--- config.mk ---
export PLATFORM = sky130hd
export DESIGN_NAME = sliding_window_retransmit_sender_unit_flat
export DESIGN_NICKNAME = d
export VERILOG_FILES = /design/src/rtl/core/swrs_pkg.sv /design/src/rtl/core/swrs_item_if.sv /design/src/rtl/core/swrs_result_if.sv /design/src/rtl/core/swrs_slot_store.sv /design/src/rtl/core/swrs_cmp_unit.sv /design/src/rtl/core/sliding_window_retransmit_sender_unit.sv /design/src/flat_wrapper.sv
export VERILOG_INCLUDE_DIRS = /design/src /design/src/rtl/core
export SDC_FILE = /design/constraint.sdc
export NUM_CORES = 1
export LEC_CHECK = 0
export BUFFER_PORTS_ARGS = -buffer_cell sky130_fd_sc_hd__buf_2
export CORE_MARGIN = 2
export CORE_UTILIZATION = 46
export CTS_CLUSTER_DIAMETER = 80
export DETAILED_ROUTE_END_ITERATION = 6
export GPL_TIMING_DRIVEN = 0
export PLACE_DENSITY = 0.59
export SYNTH_ARGS = -nofsm -noshare
export SYNTH_HDL_FRONTEND = slang
export SYNTH_SLANG_ARGS = --single-unit
--- constraint.sdc ---
create_clock -name clk -period 17.72 [get_ports clk]
set_input_delay 3.544 -clock clk [delete_from_list [all_inputs] [get_ports clk]]
set_output_delay 3.544 -clock clk [all_outputs]
set_load 0.005 [all_outputs]
--- src/rtl/core/sliding_window_retransmit_sender_unit_assert.svh ---
// assertion macros shared by the sender window rtl
// expects clk and rst_n in the scope of each use
`ifndef SLIDING_WINDOW_RETRANSMIT_SENDER_UNIT_ASSERT_SVH
`define SLIDING_WINDOW_RETRANSMIT_SENDER_UNIT_ASSERT_SVH

// consequence must hold in the same cycle as the antecedent
`define SWRS_ASSERT_NOW(lbl, ante, cons) \
    lbl: assert property (@(posedge clk) disable iff (!rst_n) (ante) |-> (cons)) \
        else $error("swrs assertion failed");

// consequence must hold in the cycle after the antecedent
`define SWRS_ASSERT_NEXT(lbl, ante, cons) \
    lbl: assert property (@(posedge clk) disable iff (!rst_n) (ante) |=> (cons)) \
        else $error("swrs assertion failed");

`endif

--- src/rtl/core/swrs_pkg.sv ---
// shared constants, codes, types and helpers of the sender window
// no dependencies
`default_nettype none

package swrs_pkg;

    localparam int SLOTS       = 8;
    localparam int SLOT_W      = $clog2(SLOTS);
    localparam int OCC_W       = $clog2(SLOTS + 1);
    localparam int PAYLOAD_MAX = 1024;
    localparam int LEN_W       = 11;
    localparam int TIME_WIDTH  = 32;
    localparam int SEQ_W       = 32;
    localparam int ACK_W       = 32;
    localparam int TIMEOUT_W   = 16;
    localparam int KIND_W      = 2;
    localparam int ACTION_W    = 2;
    localparam int CFG_W       = 32;
    localparam int CFG_IDX_W   = 1;
    localparam int UNIT_W      = (TIME_WIDTH > SEQ_W) ? TIME_WIDTH : SEQ_W;

    localparam logic [TIMEOUT_W-1:0] TIMEOUT_RESET = TIMEOUT_W'(100);
    localparam logic [OCC_W-1:0]     OCC_HALF      = OCC_W'(SLOTS / 2);
    localparam logic [OCC_W-1:0]     OCC_FULL      = OCC_W'(SLOTS);
    localparam logic [SLOT_W-1:0]    LAST_SLOT     = SLOT_W'(SLOTS - 1);
    localparam logic [LEN_W-1:0]     LEN_MAX       = LEN_W'(PAYLOAD_MAX);

    // input kinds
    localparam logic [KIND_W-1:0] KIND_ACK   = 2'd0;
    localparam logic [KIND_W-1:0] KIND_TICK  = 2'd1;
    localparam logic [KIND_W-1:0] KIND_OFFER = 2'd2;

    // result actions
    localparam logic [ACTION_W-1:0] ACT_NONE   = 2'd0;
    localparam logic [ACTION_W-1:0] ACT_NEW    = 2'd1;
    localparam logic [ACTION_W-1:0] ACT_RESEND = 2'd2;
    localparam logic [ACTION_W-1:0] ACT_REFUSE = 2'd3;

    // register indexes
    localparam logic [CFG_IDX_W-1:0] CFG_TIMEOUT   = 1'd0;
    localparam logic [CFG_IDX_W-1:0] CFG_START_SEQ = 1'd1;

    // compare unit modes
    localparam logic CMP_ACK = 1'b0;
    localparam logic CMP_AGE = 1'b1;

    typedef struct packed {
        logic                  we_entry;
        logic                  we_stamp;
        logic [SLOT_W-1:0]     addr;
        logic [SEQ_W-1:0]      seq;
        logic [LEN_W-1:0]      len;
        logic [TIME_WIDTH-1:0] stamp;
    } store_wr_t;

    typedef struct packed {
        logic [SEQ_W-1:0]      seq;
        logic [LEN_W-1:0]      len;
        logic [TIME_WIDTH-1:0] stamp;
    } store_rd_t;

    typedef struct packed {
        logic              mode;
        logic [UNIT_W-1:0] a;
        logic [UNIT_W-1:0] b;
        logic [UNIT_W-1:0] limit;
    } cmp_req_t;

    typedef struct packed {
        logic              found;
        logic [SLOT_W-1:0] idx;
    } free_t;

    // lowest slot whose busy bit is clear
    function automatic free_t find_free(input logic [SLOTS-1:0] busy);
        free_t r;
        r = '0;
        for (int i = SLOTS - 1; i >= 0; i--)
        begin
            if (!busy[i])
            begin
                r.found = 1'b1;
                r.idx   = SLOT_W'(i);
            end
        end
        return r;
    endfunction

endpackage

`default_nettype wire

--- src/rtl/core/swrs_item_if.sv ---
// input channel of the sender window: kind, ack number and offer length
// depends on swrs_pkg
`default_nettype none

interface swrs_item_if;
    logic                             valid;
    logic                             ready;
    logic [swrs_pkg::KIND_W-1:0]      kind;
    logic [swrs_pkg::ACK_W-1:0]       ack_number;
    logic [swrs_pkg::LEN_W-1:0]       offer_len;

    modport source (output valid, output kind, output ack_number, output offer_len,
                    input ready);
    modport sink   (input valid, input kind, input ack_number, input offer_len,
                    output ready);
endinterface

`default_nettype wire

--- src/rtl/core/swrs_result_if.sv ---
// result channel of the sender window: one beat per send, resend or status
// depends on swrs_pkg
`default_nettype none

interface swrs_result_if;
    logic                             valid;
    logic                             ready;
    logic [swrs_pkg::ACTION_W-1:0]    action;
    logic [swrs_pkg::SLOT_W-1:0]      slot;
    logic [swrs_pkg::SEQ_W-1:0]       seq_out;
    logic [swrs_pkg::LEN_W-1:0]       sent_len;
    logic [swrs_pkg::OCC_W-1:0]       occupancy;
    logic                             finished;
    logic                             last;

    modport source (output valid, output action, output slot, output seq_out,
                    output sent_len, output occupancy, output finished, output last,
                    input ready);
    modport sink   (input valid, input action, input slot, input seq_out,
                    input sent_len, input occupancy, input finished, input last,
                    output ready);
endinterface

`default_nettype wire

--- src/rtl/core/swrs_slot_store.sv ---
// slot store: sequence, length and stamp per window slot
// one write port (entry or stamp only), one registered read port; depends on swrs_pkg
`default_nettype none

module swrs_slot_store (
    input  wire logic                          clk,
    input  wire swrs_pkg::store_wr_t           wr,
    input  wire logic [swrs_pkg::SLOT_W-1:0]   rd_addr,
    output swrs_pkg::store_rd_t                rd
);

    logic [swrs_pkg::SEQ_W-1:0]      seq_mem   [swrs_pkg::SLOTS];
    logic [swrs_pkg::LEN_W-1:0]      len_mem   [swrs_pkg::SLOTS];
    logic [swrs_pkg::TIME_WIDTH-1:0] stamp_mem [swrs_pkg::SLOTS];

    always_ff @(posedge clk)
    begin
        if (wr.we_entry)
        begin
            seq_mem[wr.addr] <= wr.seq;
            len_mem[wr.addr] <= wr.len;
        end
        if (wr.we_entry || wr.we_stamp)
        begin
            stamp_mem[wr.addr] <= wr.stamp;
        end
    end

    always_ff @(posedge clk)
    begin
        rd.seq   <= seq_mem[rd_addr];
        rd.len   <= len_mem[rd_addr];
        rd.stamp <= stamp_mem[rd_addr];
    end

endmodule

`default_nettype wire

--- src/rtl/core/swrs_cmp_unit.sv ---
// shared subtract and compare unit used by the ack and timeout scans
// depends on swrs_pkg
`default_nettype none

module swrs_cmp_unit (
    input  wire swrs_pkg::cmp_req_t req,
    output logic                    hit
);

    logic [swrs_pkg::UNIT_W:0]       diff;
    logic [swrs_pkg::UNIT_W-1:0]     val;
    logic                            borrow;

    always_comb
    begin
        diff   = {1'b0, req.a} - {1'b0, req.b};
        borrow = diff[swrs_pkg::UNIT_W];
        // ack mode keeps the full difference, age mode wraps at the time width
        if (req.mode == swrs_pkg::CMP_ACK)
        begin
            val = diff[swrs_pkg::UNIT_W-1:0];
        end
        else
        begin
            val = swrs_pkg::UNIT_W'(diff[swrs_pkg::TIME_WIDTH-1:0]);
        end
        hit = (val >= req.limit) && !((req.mode == swrs_pkg::CMP_ACK) && borrow);
    end

endmodule

`default_nettype wire

--- src/rtl/core/sliding_window_retransmit_sender_unit.sv ---
// Sender window with eight slots. An item is taken only while the sequencer is
// idle. An ack or a tick walks the slots one at a time through the slot store
// and the shared compare unit: a read and an evaluate state per occupied slot,
// a read state per free slot, plus an accept state before the walk and a final
// beat after it. An offer or an unused kind passes only the accept state and
// its beat state. The split follows from the single registered read port of the
// slot store. A result beat waits in an output register; the next item is
// accepted while it waits, and the walk stalls only when a new beat must leave.
//
// top level of the sender window; depends on swrs_pkg, swrs_item_if,
// swrs_result_if, swrs_slot_store, swrs_cmp_unit and the assert header
`default_nettype none
`include "sliding_window_retransmit_sender_unit_assert.svh"

module sliding_window_retransmit_sender_unit (
    input  wire logic                             clk,
    input  wire logic                             rst_n,
    input  wire logic                             cfg_we,
    input  wire logic [swrs_pkg::CFG_IDX_W-1:0]   cfg_index,
    input  wire logic [swrs_pkg::CFG_W-1:0]       cfg_data,
    swrs_item_if.sink                             item,
    swrs_result_if.source                         result
);

    localparam int ST_W = 3;
    localparam logic [ST_W-1:0] ST_IDLE  = 3'd0;
    localparam logic [ST_W-1:0] ST_RD    = 3'd1;
    localparam logic [ST_W-1:0] ST_EV    = 3'd2;
    localparam logic [ST_W-1:0] ST_OFFER = 3'd3;
    localparam logic [ST_W-1:0] ST_FIN   = 3'd4;

    logic [ST_W-1:0]                   state_reg, state_next;
    logic [swrs_pkg::SLOT_W-1:0]       idx_reg, idx_next;
    logic [swrs_pkg::KIND_W-1:0]       kind_reg, kind_next;
    logic [swrs_pkg::ACK_W-1:0]        ack_reg, ack_next;
    logic [swrs_pkg::LEN_W-1:0]        len_reg, len_next;
    logic [swrs_pkg::SLOTS-1:0]        busy_reg, busy_next;
    logic [swrs_pkg::OCC_W-1:0]        occ_reg, occ_next;
    logic [swrs_pkg::SEQ_W-1:0]        next_seq_reg, next_seq_next;
    logic [swrs_pkg::TIME_WIDTH-1:0]   time_reg, time_next;
    logic                              file_done_reg, file_done_next;
    logic                              refilling_reg, refilling_next;
    logic [swrs_pkg::TIMEOUT_W-1:0]    timeout_reg, timeout_next;

    // pending resend, held back until we know whether it is the last beat
    logic                              hold_valid_reg, hold_valid_next;
    logic [swrs_pkg::SLOT_W-1:0]       hold_slot_reg, hold_slot_next;
    logic [swrs_pkg::SEQ_W-1:0]        hold_seq_reg, hold_seq_next;
    logic [swrs_pkg::LEN_W-1:0]        hold_len_reg, hold_len_next;

    logic                              res_valid_reg, res_valid_next;
    logic [swrs_pkg::ACTION_W-1:0]     res_action_reg;
    logic [swrs_pkg::SLOT_W-1:0]       res_slot_reg;
    logic [swrs_pkg::SEQ_W-1:0]        res_seq_reg;
    logic [swrs_pkg::LEN_W-1:0]        res_len_reg;
    logic [swrs_pkg::OCC_W-1:0]        res_occ_reg;
    logic                              res_finished_reg;
    logic                              res_last_reg;

    logic                              emit;
    logic [swrs_pkg::ACTION_W-1:0]     emit_action;
    logic [swrs_pkg::SLOT_W-1:0]       emit_slot;
    logic [swrs_pkg::SEQ_W-1:0]        emit_seq;
    logic [swrs_pkg::LEN_W-1:0]        emit_len;
    logic [swrs_pkg::OCC_W-1:0]        emit_occ;
    logic                              emit_finished;
    logic                              emit_last;

    logic                              can_emit;
    logic                              hit;
    logic                              offer_refuse;
    logic                              offer_done;
    logic [swrs_pkg::LEN_W-1:0]        offer_sat;
    logic [swrs_pkg::OCC_W-1:0]        offer_occ;
    swrs_pkg::free_t                   free_slot;
    swrs_pkg::store_wr_t               wr;
    swrs_pkg::store_rd_t               rd;
    swrs_pkg::cmp_req_t                cmp_req;

    swrs_slot_store u_store (
        .clk     (clk),
        .wr      (wr),
        .rd_addr (idx_reg),
        .rd      (rd)
    );

    swrs_cmp_unit u_cmp (
        .req (cmp_req),
        .hit (hit)
    );

    assign item.ready = (state_reg == ST_IDLE);
    assign can_emit   = !res_valid_reg || result.ready;

    assign result.valid     = res_valid_reg;
    assign result.action    = res_action_reg;
    assign result.slot      = res_slot_reg;
    assign result.seq_out   = res_seq_reg;
    assign result.sent_len  = res_len_reg;
    assign result.occupancy = res_occ_reg;
    assign result.finished  = res_finished_reg;
    assign result.last      = res_last_reg;

    // operands for the shared unit: ack against slot seq, or age against timeout
    always_comb
    begin
        if (kind_reg == swrs_pkg::KIND_ACK)
        begin
            cmp_req.mode  = swrs_pkg::CMP_ACK;
            cmp_req.a     = swrs_pkg::UNIT_W'(ack_reg);
            cmp_req.b     = swrs_pkg::UNIT_W'(rd.seq);
            cmp_req.limit = swrs_pkg::UNIT_W'(2);
        end
        else
        begin
            cmp_req.mode  = swrs_pkg::CMP_AGE;
            cmp_req.a     = swrs_pkg::UNIT_W'(time_reg);
            cmp_req.b     = swrs_pkg::UNIT_W'(rd.stamp);
            cmp_req.limit = swrs_pkg::UNIT_W'(timeout_reg);
        end
    end

    always_comb
    begin
        free_slot    = swrs_pkg::find_free(busy_reg);
        offer_sat    = (len_reg > swrs_pkg::LEN_MAX) ? swrs_pkg::LEN_MAX : len_reg;
        offer_refuse = !refilling_reg || file_done_reg || !free_slot.found;
        offer_done   = file_done_reg || (offer_sat < swrs_pkg::LEN_MAX);
        offer_occ    = occ_reg + swrs_pkg::OCC_W'(1);
    end

    always_comb
    begin
        state_next      = state_reg;
        idx_next        = idx_reg;
        kind_next       = kind_reg;
        ack_next        = ack_reg;
        len_next        = len_reg;
        busy_next       = busy_reg;
        occ_next        = occ_reg;
        next_seq_next   = next_seq_reg;
        time_next       = time_reg;
        file_done_next  = file_done_reg;
        refilling_next  = refilling_reg;
        timeout_next    = timeout_reg;
        hold_valid_next = hold_valid_reg;
        hold_slot_next  = hold_slot_reg;
        hold_seq_next   = hold_seq_reg;
        hold_len_next   = hold_len_reg;

        wr          = '0;
        wr.addr     = idx_reg;
        wr.stamp    = time_reg;

        emit          = 1'b0;
        emit_action   = swrs_pkg::ACT_NONE;
        emit_slot     = '0;
        emit_seq      = '0;
        emit_len      = '0;
        emit_occ      = occ_reg;
        emit_finished = file_done_reg && (occ_reg == '0);
        emit_last     = 1'b1;

        unique case (state_reg)
            ST_IDLE:
            begin
                if (item.valid)
                begin
                    kind_next = item.kind;
                    ack_next  = item.ack_number;
                    len_next  = item.offer_len;
                    idx_next  = '0;
                    unique case (item.kind)
                        swrs_pkg::KIND_ACK:
                        begin
                            state_next = ST_RD;
                        end
                        swrs_pkg::KIND_TICK:
                        begin
                            time_next  = time_reg + swrs_pkg::TIME_WIDTH'(1);
                            state_next = ST_RD;
                        end
                        swrs_pkg::KIND_OFFER:
                        begin
                            state_next = ST_OFFER;
                        end
                        default:
                        begin
                            state_next = ST_FIN;
                        end
                    endcase
                end
            end

            ST_RD:
            begin
                // read of idx_reg is issued at this edge when the slot is busy
                if (busy_reg[idx_reg])
                begin
                    state_next = ST_EV;
                end
                else if (idx_reg == swrs_pkg::LAST_SLOT)
                begin
                    state_next = ST_FIN;
                end
                else
                begin
                    idx_next = idx_reg + swrs_pkg::SLOT_W'(1);
                end
            end

            ST_EV:
            begin
                if (!(kind_reg == swrs_pkg::KIND_TICK && hit && hold_valid_reg && !can_emit))
                begin
                    if (kind_reg == swrs_pkg::KIND_ACK)
                    begin
                        if (hit)
                        begin
                            busy_next[idx_reg] = 1'b0;
                            occ_next           = occ_reg - swrs_pkg::OCC_W'(1);
                        end
                    end
                    else if (hit)
                    begin
                        if (hold_valid_reg)
                        begin
                            emit        = 1'b1;
                            emit_action = swrs_pkg::ACT_RESEND;
                            emit_slot   = hold_slot_reg;
                            emit_seq    = hold_seq_reg;
                            emit_len    = hold_len_reg;
                            emit_last   = 1'b0;
                        end
                        hold_valid_next = 1'b1;
                        hold_slot_next  = idx_reg;
                        hold_seq_next   = rd.seq;
                        hold_len_next   = rd.len;
                        wr.we_stamp     = 1'b1;
                    end
                    if (idx_reg == swrs_pkg::LAST_SLOT)
                    begin
                        state_next = ST_FIN;
                    end
                    else
                    begin
                        idx_next   = idx_reg + swrs_pkg::SLOT_W'(1);
                        state_next = ST_RD;
                    end
                end
            end

            ST_OFFER:
            begin
                if (can_emit)
                begin
                    emit       = 1'b1;
                    state_next = ST_IDLE;
                    if (offer_refuse)
                    begin
                        emit_action = swrs_pkg::ACT_REFUSE;
                    end
                    else
                    begin
                        busy_next[free_slot.idx] = 1'b1;
                        occ_next                 = offer_occ;
                        wr.we_entry              = 1'b1;
                        wr.addr                  = free_slot.idx;
                        wr.seq                   = next_seq_reg;
                        wr.len                   = offer_sat;
                        next_seq_next  = next_seq_reg + swrs_pkg::SEQ_W'(offer_sat);
                        file_done_next = offer_done;
                        if (offer_done || (offer_occ >= swrs_pkg::OCC_FULL))
                        begin
                            refilling_next = 1'b0;
                        end
                        emit_action   = swrs_pkg::ACT_NEW;
                        emit_slot     = free_slot.idx;
                        emit_seq      = next_seq_reg;
                        emit_len      = offer_sat;
                        emit_occ      = offer_occ;
                        emit_finished = offer_done && (offer_occ == '0);
                    end
                end
            end

            ST_FIN:
            begin
                if (can_emit)
                begin
                    emit       = 1'b1;
                    state_next = ST_IDLE;
                    if (kind_reg == swrs_pkg::KIND_ACK)
                    begin
                        if ((occ_reg < swrs_pkg::OCC_HALF) && !file_done_reg)
                        begin
                            refilling_next = 1'b1;
                        end
                    end
                    else if (kind_reg == swrs_pkg::KIND_TICK && hold_valid_reg)
                    begin
                        emit_action     = swrs_pkg::ACT_RESEND;
                        emit_slot       = hold_slot_reg;
                        emit_seq        = hold_seq_reg;
                        emit_len        = hold_len_reg;
                        hold_valid_next = 1'b0;
                    end
                end
            end

            default:
            begin
                state_next = ST_IDLE;
            end
        endcase

        // register writes are to arrive only while idle; the block does not enforce it
        if (cfg_we)
        begin
            unique case (cfg_index)
                swrs_pkg::CFG_TIMEOUT:
                begin
                    timeout_next = cfg_data[swrs_pkg::TIMEOUT_W-1:0];
                end
                swrs_pkg::CFG_START_SEQ:
                begin
                    next_seq_next = cfg_data[swrs_pkg::SEQ_W-1:0];
                end
                default:
                begin
                    timeout_next = timeout_reg;
                end
            endcase
        end
    end

    always_comb
    begin
        if (emit)
        begin
            res_valid_next = 1'b1;
        end
        else if (result.ready)
        begin
            res_valid_next = 1'b0;
        end
        else
        begin
            res_valid_next = res_valid_reg;
        end
    end

    always_ff @(posedge clk or negedge rst_n)
    begin
        if (!rst_n)
        begin
            state_reg      <= ST_IDLE;
            idx_reg        <= '0;
            kind_reg       <= swrs_pkg::KIND_ACK;
            busy_reg       <= '0;
            occ_reg        <= '0;
            next_seq_reg   <= '0;
            time_reg       <= '0;
            file_done_reg  <= 1'b0;
            refilling_reg  <= 1'b1;
            timeout_reg    <= swrs_pkg::TIMEOUT_RESET;
            hold_valid_reg <= 1'b0;
            res_valid_reg  <= 1'b0;
        end
        else
        begin
            state_reg      <= state_next;
            idx_reg        <= idx_next;
            kind_reg       <= kind_next;
            busy_reg       <= busy_next;
            occ_reg        <= occ_next;
            next_seq_reg   <= next_seq_next;
            time_reg       <= time_next;
            file_done_reg  <= file_done_next;
            refilling_reg  <= refilling_next;
            timeout_reg    <= timeout_next;
            hold_valid_reg <= hold_valid_next;
            res_valid_reg  <= res_valid_next;
        end
    end

    always_ff @(posedge clk)
    begin
        ack_reg      <= ack_next;
        len_reg      <= len_next;
        hold_slot_reg <= hold_slot_next;
        hold_seq_reg  <= hold_seq_next;
        hold_len_reg  <= hold_len_next;
        if (emit)
        begin
            res_action_reg   <= emit_action;
            res_slot_reg     <= emit_slot;
            res_seq_reg      <= emit_seq;
            res_len_reg      <= emit_len;
            res_occ_reg      <= emit_occ;
            res_finished_reg <= emit_finished;
            res_last_reg     <= emit_last;
        end
    end

    // occupancy counter tracks the busy bits
    `SWRS_ASSERT_NOW(a_occ_matches_busy, 1'b1, occ_reg == swrs_pkg::OCC_W'($countones(busy_reg)))
    // a slot is only evaluated while it is occupied
    `SWRS_ASSERT_NOW(a_eval_busy, state_reg == ST_EV, busy_reg[idx_reg])
    // a held resend exists only inside a tick walk and is gone once idle
    `SWRS_ASSERT_NOW(a_hold_tick, hold_valid_reg, kind_reg == swrs_pkg::KIND_TICK && state_reg != ST_IDLE)
    // between items refill is off once the file ended or the window is full
    `SWRS_ASSERT_NOW(a_refill_idle, state_reg == ST_IDLE && refilling_reg, !file_done_reg && occ_reg != swrs_pkg::OCC_FULL)
    // the final beat of an item always leads back to idle
    `SWRS_ASSERT_NEXT(a_last_idle, emit && emit_last, state_reg == ST_IDLE)

endmodule

`default_nettype wire
--- src/flat_wrapper.sv ---
// flat-port wrapper written by rule: the top's interface ports become plain ports
module sliding_window_retransmit_sender_unit_flat 
  (clk, rst_n, cfg_we, cfg_index, cfg_data, item_valid, item_kind, item_ack_number, item_offer_len, item_ready, result_valid, result_action, result_slot, result_seq_out, result_sent_len, result_occupancy, result_finished, result_last, result_ready);
  swrs_item_if item_i ();
  swrs_result_if result_i ();
  input  wire logic clk;
  input  wire logic rst_n;
  input  wire logic cfg_we;
  input  wire logic [swrs_pkg::CFG_IDX_W-1:0] cfg_index;
  input  wire logic [swrs_pkg::CFG_W-1:0] cfg_data;
  input wire logic [$bits(item_i.valid)-1:0] item_valid;
  input wire logic [$bits(item_i.kind)-1:0] item_kind;
  input wire logic [$bits(item_i.ack_number)-1:0] item_ack_number;
  input wire logic [$bits(item_i.offer_len)-1:0] item_offer_len;
  output wire logic [$bits(item_i.ready)-1:0] item_ready;
  output wire logic [$bits(result_i.valid)-1:0] result_valid;
  output wire logic [$bits(result_i.action)-1:0] result_action;
  output wire logic [$bits(result_i.slot)-1:0] result_slot;
  output wire logic [$bits(result_i.seq_out)-1:0] result_seq_out;
  output wire logic [$bits(result_i.sent_len)-1:0] result_sent_len;
  output wire logic [$bits(result_i.occupancy)-1:0] result_occupancy;
  output wire logic [$bits(result_i.finished)-1:0] result_finished;
  output wire logic [$bits(result_i.last)-1:0] result_last;
  input wire logic [$bits(result_i.ready)-1:0] result_ready;
  assign item_i.valid = item_valid;
  assign item_i.kind = item_kind;
  assign item_i.ack_number = item_ack_number;
  assign item_i.offer_len = item_offer_len;
  assign item_ready = item_i.ready;
  assign result_valid = result_i.valid;
  assign result_action = result_i.action;
  assign result_slot = result_i.slot;
  assign result_seq_out = result_i.seq_out;
  assign result_sent_len = result_i.sent_len;
  assign result_occupancy = result_i.occupancy;
  assign result_finished = result_i.finished;
  assign result_last = result_i.last;
  assign result_i.ready = result_ready;
  sliding_window_retransmit_sender_unit u_core (.clk(clk), .rst_n(rst_n), .cfg_we(cfg_we), .cfg_index(cfg_index), .cfg_data(cfg_data), .item(item_i), .result(result_i));
endmodule
[Yosys cells after proc, flatten, opt, wreduce, memory -nomap -nowiden]
Memories as Yosys holds them, arrays and structs flattened. A register that Yosys moved wholly into a read port is not among the register bits.
Cells that the tools add are included.
Storage, ports and cells
  output and inout bits: 56
  memories: 3
  bits in registers: 247
  bits in latches: 0
  bits in read-only memories: 0
  RAM bits: 600
Memory list
  u_core.u_store.seq_mem: depth 8, width 32, read ports 1, clocked after Yosys merged registers in 1, write ports 1, line swrs_slot_store.sv:12  | logic [swrs_pkg::SEQ_W-1:0] seq_mem [swrs_pkg::SLOTS];
  u_core.u_store.stamp_mem: depth 8, width 32, read ports 1, clocked after Yosys merged registers in 1, write ports 1, line swrs_slot_store.sv:14  | logic [swrs_pkg::TIME_WIDTH-1:0] stamp_mem [swrs_pkg::SLOTS];
  u_core.u_store.len_mem: depth 8, width 11, read ports 1, clocked after Yosys merged registers in 1, write ports 1, line swrs_slot_store.sv:13  | logic [swrs_pkg::LEN_W-1:0] len_mem [swrs_pkg::SLOTS];
Operators by class
  shifts and indexed selects: 0
  div/mod/pow operators: 0
  mux-type cells: 127
  $add $sub $neg: 6
  multiply operators: 0
  eq/ne operators: 24
  bitwise logic cells: 10
  magnitude comparators: 9
  reduce and logical (&&, ||, !) cells: 47
Operator list (number)
  2-to-1 mux 32 bit: 14
  2-to-1 mux 46 bit: 3
  2-to-1 mux 11 bit: 10
  2-to-1 mux 97 bit: 1
  case mux 32 bit (3 select lines): 1
  2-to-1 mux 3 bit: 19
  2-to-1 mux 4 bit: 14
  2-to-1 mux 8 bit: 5
  2-to-1 mux 1 bit: 37
  case mux 11 bit (3 select lines): 1
  subtractor 32 x 32 -> 33 bit: 1
  adder 32 x 1 -> 32 bit, second input constant: 1
  adder 32 x 11 -> 32 bit: 1
  greater-or-equal comparator 32 bit: 1
  2-to-1 mux 2 bit: 9
  != test 2 x 1 -> 1 bit, second input constant: 9
  case mux 3 bit (3 select lines): 2
  case mux 8 bit (2 select lines): 1
  AND reduction 4 bit: 4
  AND reduction 7 bit: 2
  != test 2 bit, second input constant: 6
  case mux 3 bit (4 select lines): 1
  > comparator 11 bit, second input constant: 1
  logical AND 1 bit: 11
  36 further kinds: 68

[Logic depth before layout (Yosys ltp)]
  depth in word-level cells: 16
  mapped depth: 26
  depth with buffers taken out: 22

[Modules after synthesis]
Synthesis repeated with hierarchy kept, for this count alone.
Second synthesis, totals
  cell total of the unflattened synthesis: 2317
  area total of the unflattened synthesis: 38634.6 um^2
By module, submodules not included
  swrs_slot_store: instances 1, cells an instance 965, area each 24094.4 um^2
  sliding_window_retransmit_sender_unit: instances 1, cells an instance 976, area each 11967.7 um^2
  swrs_cmp_unit: instances 1, cells an instance 376, area each 2572.5 um^2

[Least setup slack after synthesis]
Ideal clock, no wire load.
  path type: input-to-reg
  from: input result_ready
  to: memory u_core.u_store.len_mem[6][0] in the netlist's numbering, enable pin
  setup slack: 10.316 ns
  data arrival time: 6.959 ns
  stages on the path: 8
  data required time: 17.275 ns
  cell sequence: nor2b_1 > clkbuf_1 > nor3_1 > nand3_1 > nor3b_1 > a21o_1 > nand2_1 > nor2_1
Between the ends
  longest elaborated chain between the ends: 5
RTL lines
  start, declared: line flat_wrapper.sv:24  | input wire logic [$bits(result_i.ready)-1:0] result_ready;
  logical OR 1 bit *: line sliding_window_retransmit_sender_unit.sv:93  | assign can_emit = !res_valid_reg || result.ready;
  2-to-1 mux 1 bit: line sliding_window_retransmit_sender_unit.sv:255  | if (can_emit)
  2-to-1 mux 1 bit: line sliding_window_retransmit_sender_unit.sv:164  | unique case (state_reg)
  2-to-1 mux 1 bit: line swrs_slot_store.sv:18  | if (wr.we_entry)
  2-to-1 mux 1 bit (not written as such): line swrs_slot_store.sv:21  | len_mem[wr.addr] <= wr.len;
  end, declared: line swrs_slot_store.sv:13
Every way passes the cells marked *; elsewhere a longest branch is shown, timed or not.

[Worst setup path in the final report]
  from: register u_core.kind_reg[1] in the netlist's numbering
  to: memory u_core.u_store.stamp_mem[0][20] in the netlist's numbering, enable pin
Between the ends
  longest elaborated chain between the ends: 14
RTL lines
  start, declared: line sliding_window_retransmit_sender_unit.sv:34  | logic [swrs_pkg::KIND_W-1:0] kind_reg, kind_next;
  start signal, assigned: line sliding_window_retransmit_sender_unit.sv:359  | kind_reg <= swrs_pkg::KIND_ACK;
  start signal, assigned: line sliding_window_retransmit_sender_unit.sv:374  | kind_reg <= kind_next;
  parallel branches: the longest is 9 deep, another holds subtractor 32 x 32 -> 33 bit
  2-to-1 mux 1 bit *: line sliding_window_retransmit_sender_unit.sv:214  | if (!(kind_reg == swrs_pkg::KIND_TICK && hit && hold_valid_reg && !can_emit))
  2-to-1 mux 1 bit *: line sliding_window_retransmit_sender_unit.sv:164
  logical OR 1 bit *: line swrs_slot_store.sv:23  | if (wr.we_entry || wr.we_stamp)
  2-to-1 mux 1 bit *: line swrs_slot_store.sv:23
  2-to-1 mux 1 bit (not written as such) *: line swrs_slot_store.sv:25  | stamp_mem[wr.addr] <= wr.stamp;
  end, declared: line swrs_slot_store.sv:14
Every way passes the cells marked *.

==> PnR_summary.wiki <==
{| class="wikitable"
! Metric !! Value
|-
| Worst path top cell family by delay || compound AO/OA/AOI/OAI gates
|-
| I/O pin cnt || 139
|-
| Non-filler instance count after layout || 3900
|-
| Count of unresolved DRC violations after routing || 3
|-
| Min Clock Period, post-route || 8780 ps
|-
| Arrival time worst endpoint || 9190 ps
|-
| Std-Cell Core Area || 0.0789 sq mm
|-
| Number of max-slew violations in the final report || 0
|-
| Inst Count DP || 3722
|-
| Number of global-route vias before repair || 23300
|-
| TritonRoute pass-1 iters || 7
|-
| Total nets after synthesis || 2660
|-
| Initial Utilization || 46.4%
|-
| Clk Tree Root Cell || clkbuf_16
|-
| Leakage power figure || 14.6 nW
|-
| # rows || 103
|-
| Count of instances resized after the clock tree is built || 0
|-
| Clock Power Share || 28.9%
|-
| #FFs+latches synth || 922
|-
| Summed area of non-filler cells in the final layout || 0.0424 sq mm
|-
| CTS Buf Count || 95
|-
| Hold buffers post-CTS || 0
|-
| Number of vias per cell || 6.05
|-
| Number of antenna violations at the first check in global routing || 2
|-
| Global-route congestion overflow total || 0
|-
| Layout overhead on the synthesized area || 16.0%
|-
| Largest registers || u_core.u_store.seq_mem: 256 flops, u_core.u_store.stamp_mem: 256 flops, u_core.u_store.len_mem: 88 flops
|-
| Antenna-violating nets left || 0
|-
| Clock slew seen by the registers of the worst setup and hold paths || 60 ps
|-
| Data required time at the worst endpoint || 18130 ps
|-
| First-iteration detailed-routing DRC count || 2941
|-
| Class of the most critical hold timing path || register to register
|-
| Bufs and invs on worst path || 3
|-
| Setup Buffers After CTS || 0
|-
| Post-Route Utilization || 53.8%
|-
| Register share of total power || 39.2%
|-
| Number of inserted diodes || 0
|-
| First-pass GRT wire length || 167 mm
|-
| Count of max-cap constraint violations || 0
|-
| Kind of start point of the critical path || register
|-
| Aggregate routed wire length || 117 mm
|-
| Clock latency on the worst-skew pair || 680 ps
|-
| Combinational power share || 31.9%
|-
| Per-instance average area after synthesis || 14.6 sq um
|-
| Die boundary height || 286 microns
|-
| Violations in the final reports || design-rule violations
|-
| CTS tree || built
|-
| CTS Buffer Depth || 3
|-
| Worst Setup Slack post-DPL || 8980 ps
|-
| Gate Count Post-Synth || 2510
|-
| Total power density per cell area || 165 mW/mm^2
|-
| Pin slew with the least headroom to its limit || 1470 ps
|-
| Maximum clock frequency || 114 MHz
|-
| Worst vdd ir || 0.110 mV
|-
| HPWL after detailed placement || 80.3 mm
|-
| Internal || 4.52 mW
|-
| Number of hold violations in the final report || 0
|-
| Count of buffers inserted at the top-level ports || 138
|-
| Storage cell area || 0.0264 sq mm
|-
| Number of enable flip-flop cells after synthesis || 743
|-
| Maximum cell stage delay along the critical path || 900 ps
|-
| Area of the die || 0.0818 sq mm
|-
| Layout filler cell count || 6500
|-
| Number of nets at the end of the flow || 2919
|-
| Net switching power of the design || 2.48 mW
|-
| Final critical-path setup slack || 8940 ps
|-
| Total of warnings raised by yosys || 0
|-
| Final TNS setup || 0 ps
|-
| Post-synthesis async set-or-reset flop share || 11.3%
|-
| H-tree level count || 3
|-
| Share of post-route cells with drive strength above 1 || 13.6%
|-
| Placement-stage cell area || 0.0393 sq mm
|-
| Total of endpoints with negative setup slack in the final report || 0
|-
| Die width || 286 microns
|-
| Clk sink count || 922
|-
| Series of cell instances along the critical path || or2_2, clkbuf_1, buf_1, nand2_1, nand2_1, ha_1, a21oi_1, nor2b_1, a211oi_1, a311oi_2, o21ai_0, xor2_1, ha_1, and4_1, nand4_1, o22ai_1, a211o_1, a2111oi_2, nand4_1, or4_4, o41ai_4, o31a_1, nor2_4, buf_16
|-
| Kind of critical path || register to register
|-
| Pin count of the biggest net entering global routing || 69
|-
| Area used by multi-input combinational logic || 0.00966 sq mm
|-
| Routability-driven placement congestion ratio || 0.892
|-
| Sequential element share of the synthesized area || 72.2%
|-
| Post-detailed-route wirelength per cell || 30.0 microns
|-
| Sw Ratio || 35.5%
|-
| Unrepaired setup endpoints after global routing || false
|-
| Global-route usage over all layers || 28.6%
|-
| Setup clock skew after layout || 22.1 ps
|-
| Type of destination of the critical path || register
|-
| DR vias || 23600
|-
| Critical path peak fanout || 18
|-
| Slowest CP cell || buf_1
|-
| Result of the run || finished, violations left
|-
| Slew headroom || 1.82%
|-
| Count of distinct cell types in the synthesized netlist || 82
|-
| Primary flip-flop cell chosen by synthesis mapping || edfxtp_1
|-
| Post-route fraction of the period consumed by the critical path || 49.5%
|-
| Mapped cell area || 0.0366 sq mm
|}
==> cells in the final DEF, fill, tap and decap left out, types with 20 or more instances in the layout <==
cell type	n
edfxtp_1	743
a22oi_1	304
nand2_1	212
buf_2	147
clkbuf_1	106
dfrtp_1	100
nor2_1	96
clkbuf_16	96
nand4_1	92
a21oi_1	90
dfxtp_1	75
xnor2_1	71
ha_1	65
a21o_1	62
and2_1	48
mux2i_1	38
o21ai_0	34
nand3_1	34
nor3_1	32
inv_1	28
buf_1	22
nor2b_1	20
mux2_2	20
==> routing by layer <==
layer	part of all wire [%]	global-route usage, %	wire length (microns)
met3	7.9	5.15	9290
met2	47	46.3	55600
met5	0.011	0	13
met4	3.7	9.83	4330
met1	41	39.0	47800
==> cell families after synthesis <==
kind of cell	after synthesis	synth area share, %
flip-flops	922	72.2
AND/OR/NAND/NOR	620	8.30
AO/OA/AOI/OAI	597	11.6
buffers and inverters	157	1.76
XOR/XNOR	89	2.13
adder cells (fa/ha/maj)	67	2.33
multiplexers	58	1.65
==> area by class of cell <==
type                       count  share of cell area, %
buffer                       129                   1.28
clock buffer                 125                   6.11
clock inverter                53                   1.39
inverter                      28                  0.248
multi-input combinational   1431                   22.8
sequential                   922                   62.3
tap                         1050                   3.10
timing repair buffer         162                   2.85
==> power by group through the flow <==
stage	Clock, mW	Combinational [mW]	Sequential, mW
after global routing	2.13	2.43	2.76
after CTS	2.04	2.22	2.74
after global placement	0	2.15	2.79
after floorplan	0	1.38	2.72
final	2.02	2.23	2.75
after detailed placement	0	2.21	2.78
==> metrics by stage <==
stage	hold WS, ps	total power [mW]
floorplan	386	4.09
detailed placement	389	5.00
global placement	388	4.94
finish	403	7.00
CTS	403	7.01
global route	406	7.32
==> worst paths after layout <==
path,startpoint,to,slack [ps],depth (start not counted)
max in group asynchronous,rst_n,u_core.next_seq_reg[24],14160,2
min in group asynchronous,rst_n,u_core.time_reg[16],2810,1
min reg2reg,u_core.u_store.rd[39],u_core.hold_len_reg[7],400,0
min,u_core.u_store.rd[39],u_core.hold_len_reg[7],400,0
max,u_core.kind_reg[1],u_core.u_store.stamp_mem[0][20],8940,24
max reg2reg,u_core.kind_reg[1],u_core.u_store.stamp_mem[0][20],8940,24
==> synth_stat cells, types with 22 or more instances <==
cell,number,share of area (%)
edfxtp_1,743,61
a22oi_1,304,6.2
nand2_1,213,2.2
nor2_1,113,1.2
dfrtp_1,100,6.8
nand4_1,92,1.6
a21oi_1,91,1.2
clkbuf_1,88,0.90
dfxtp_1,75,4.1
xnor2_1,71,1.7
ha_1,65,2.2
a21o_1,62,1.3
and2_1,48,0.82
mux2i_1,38,1.0
nand3_1,34,0.47
o21ai_0,34,0.47
nor3_1,32,0.44
inv_1,28,0.29
buf_1,22,0.23
No activity file was read; power rests on OpenSTA's default activity.
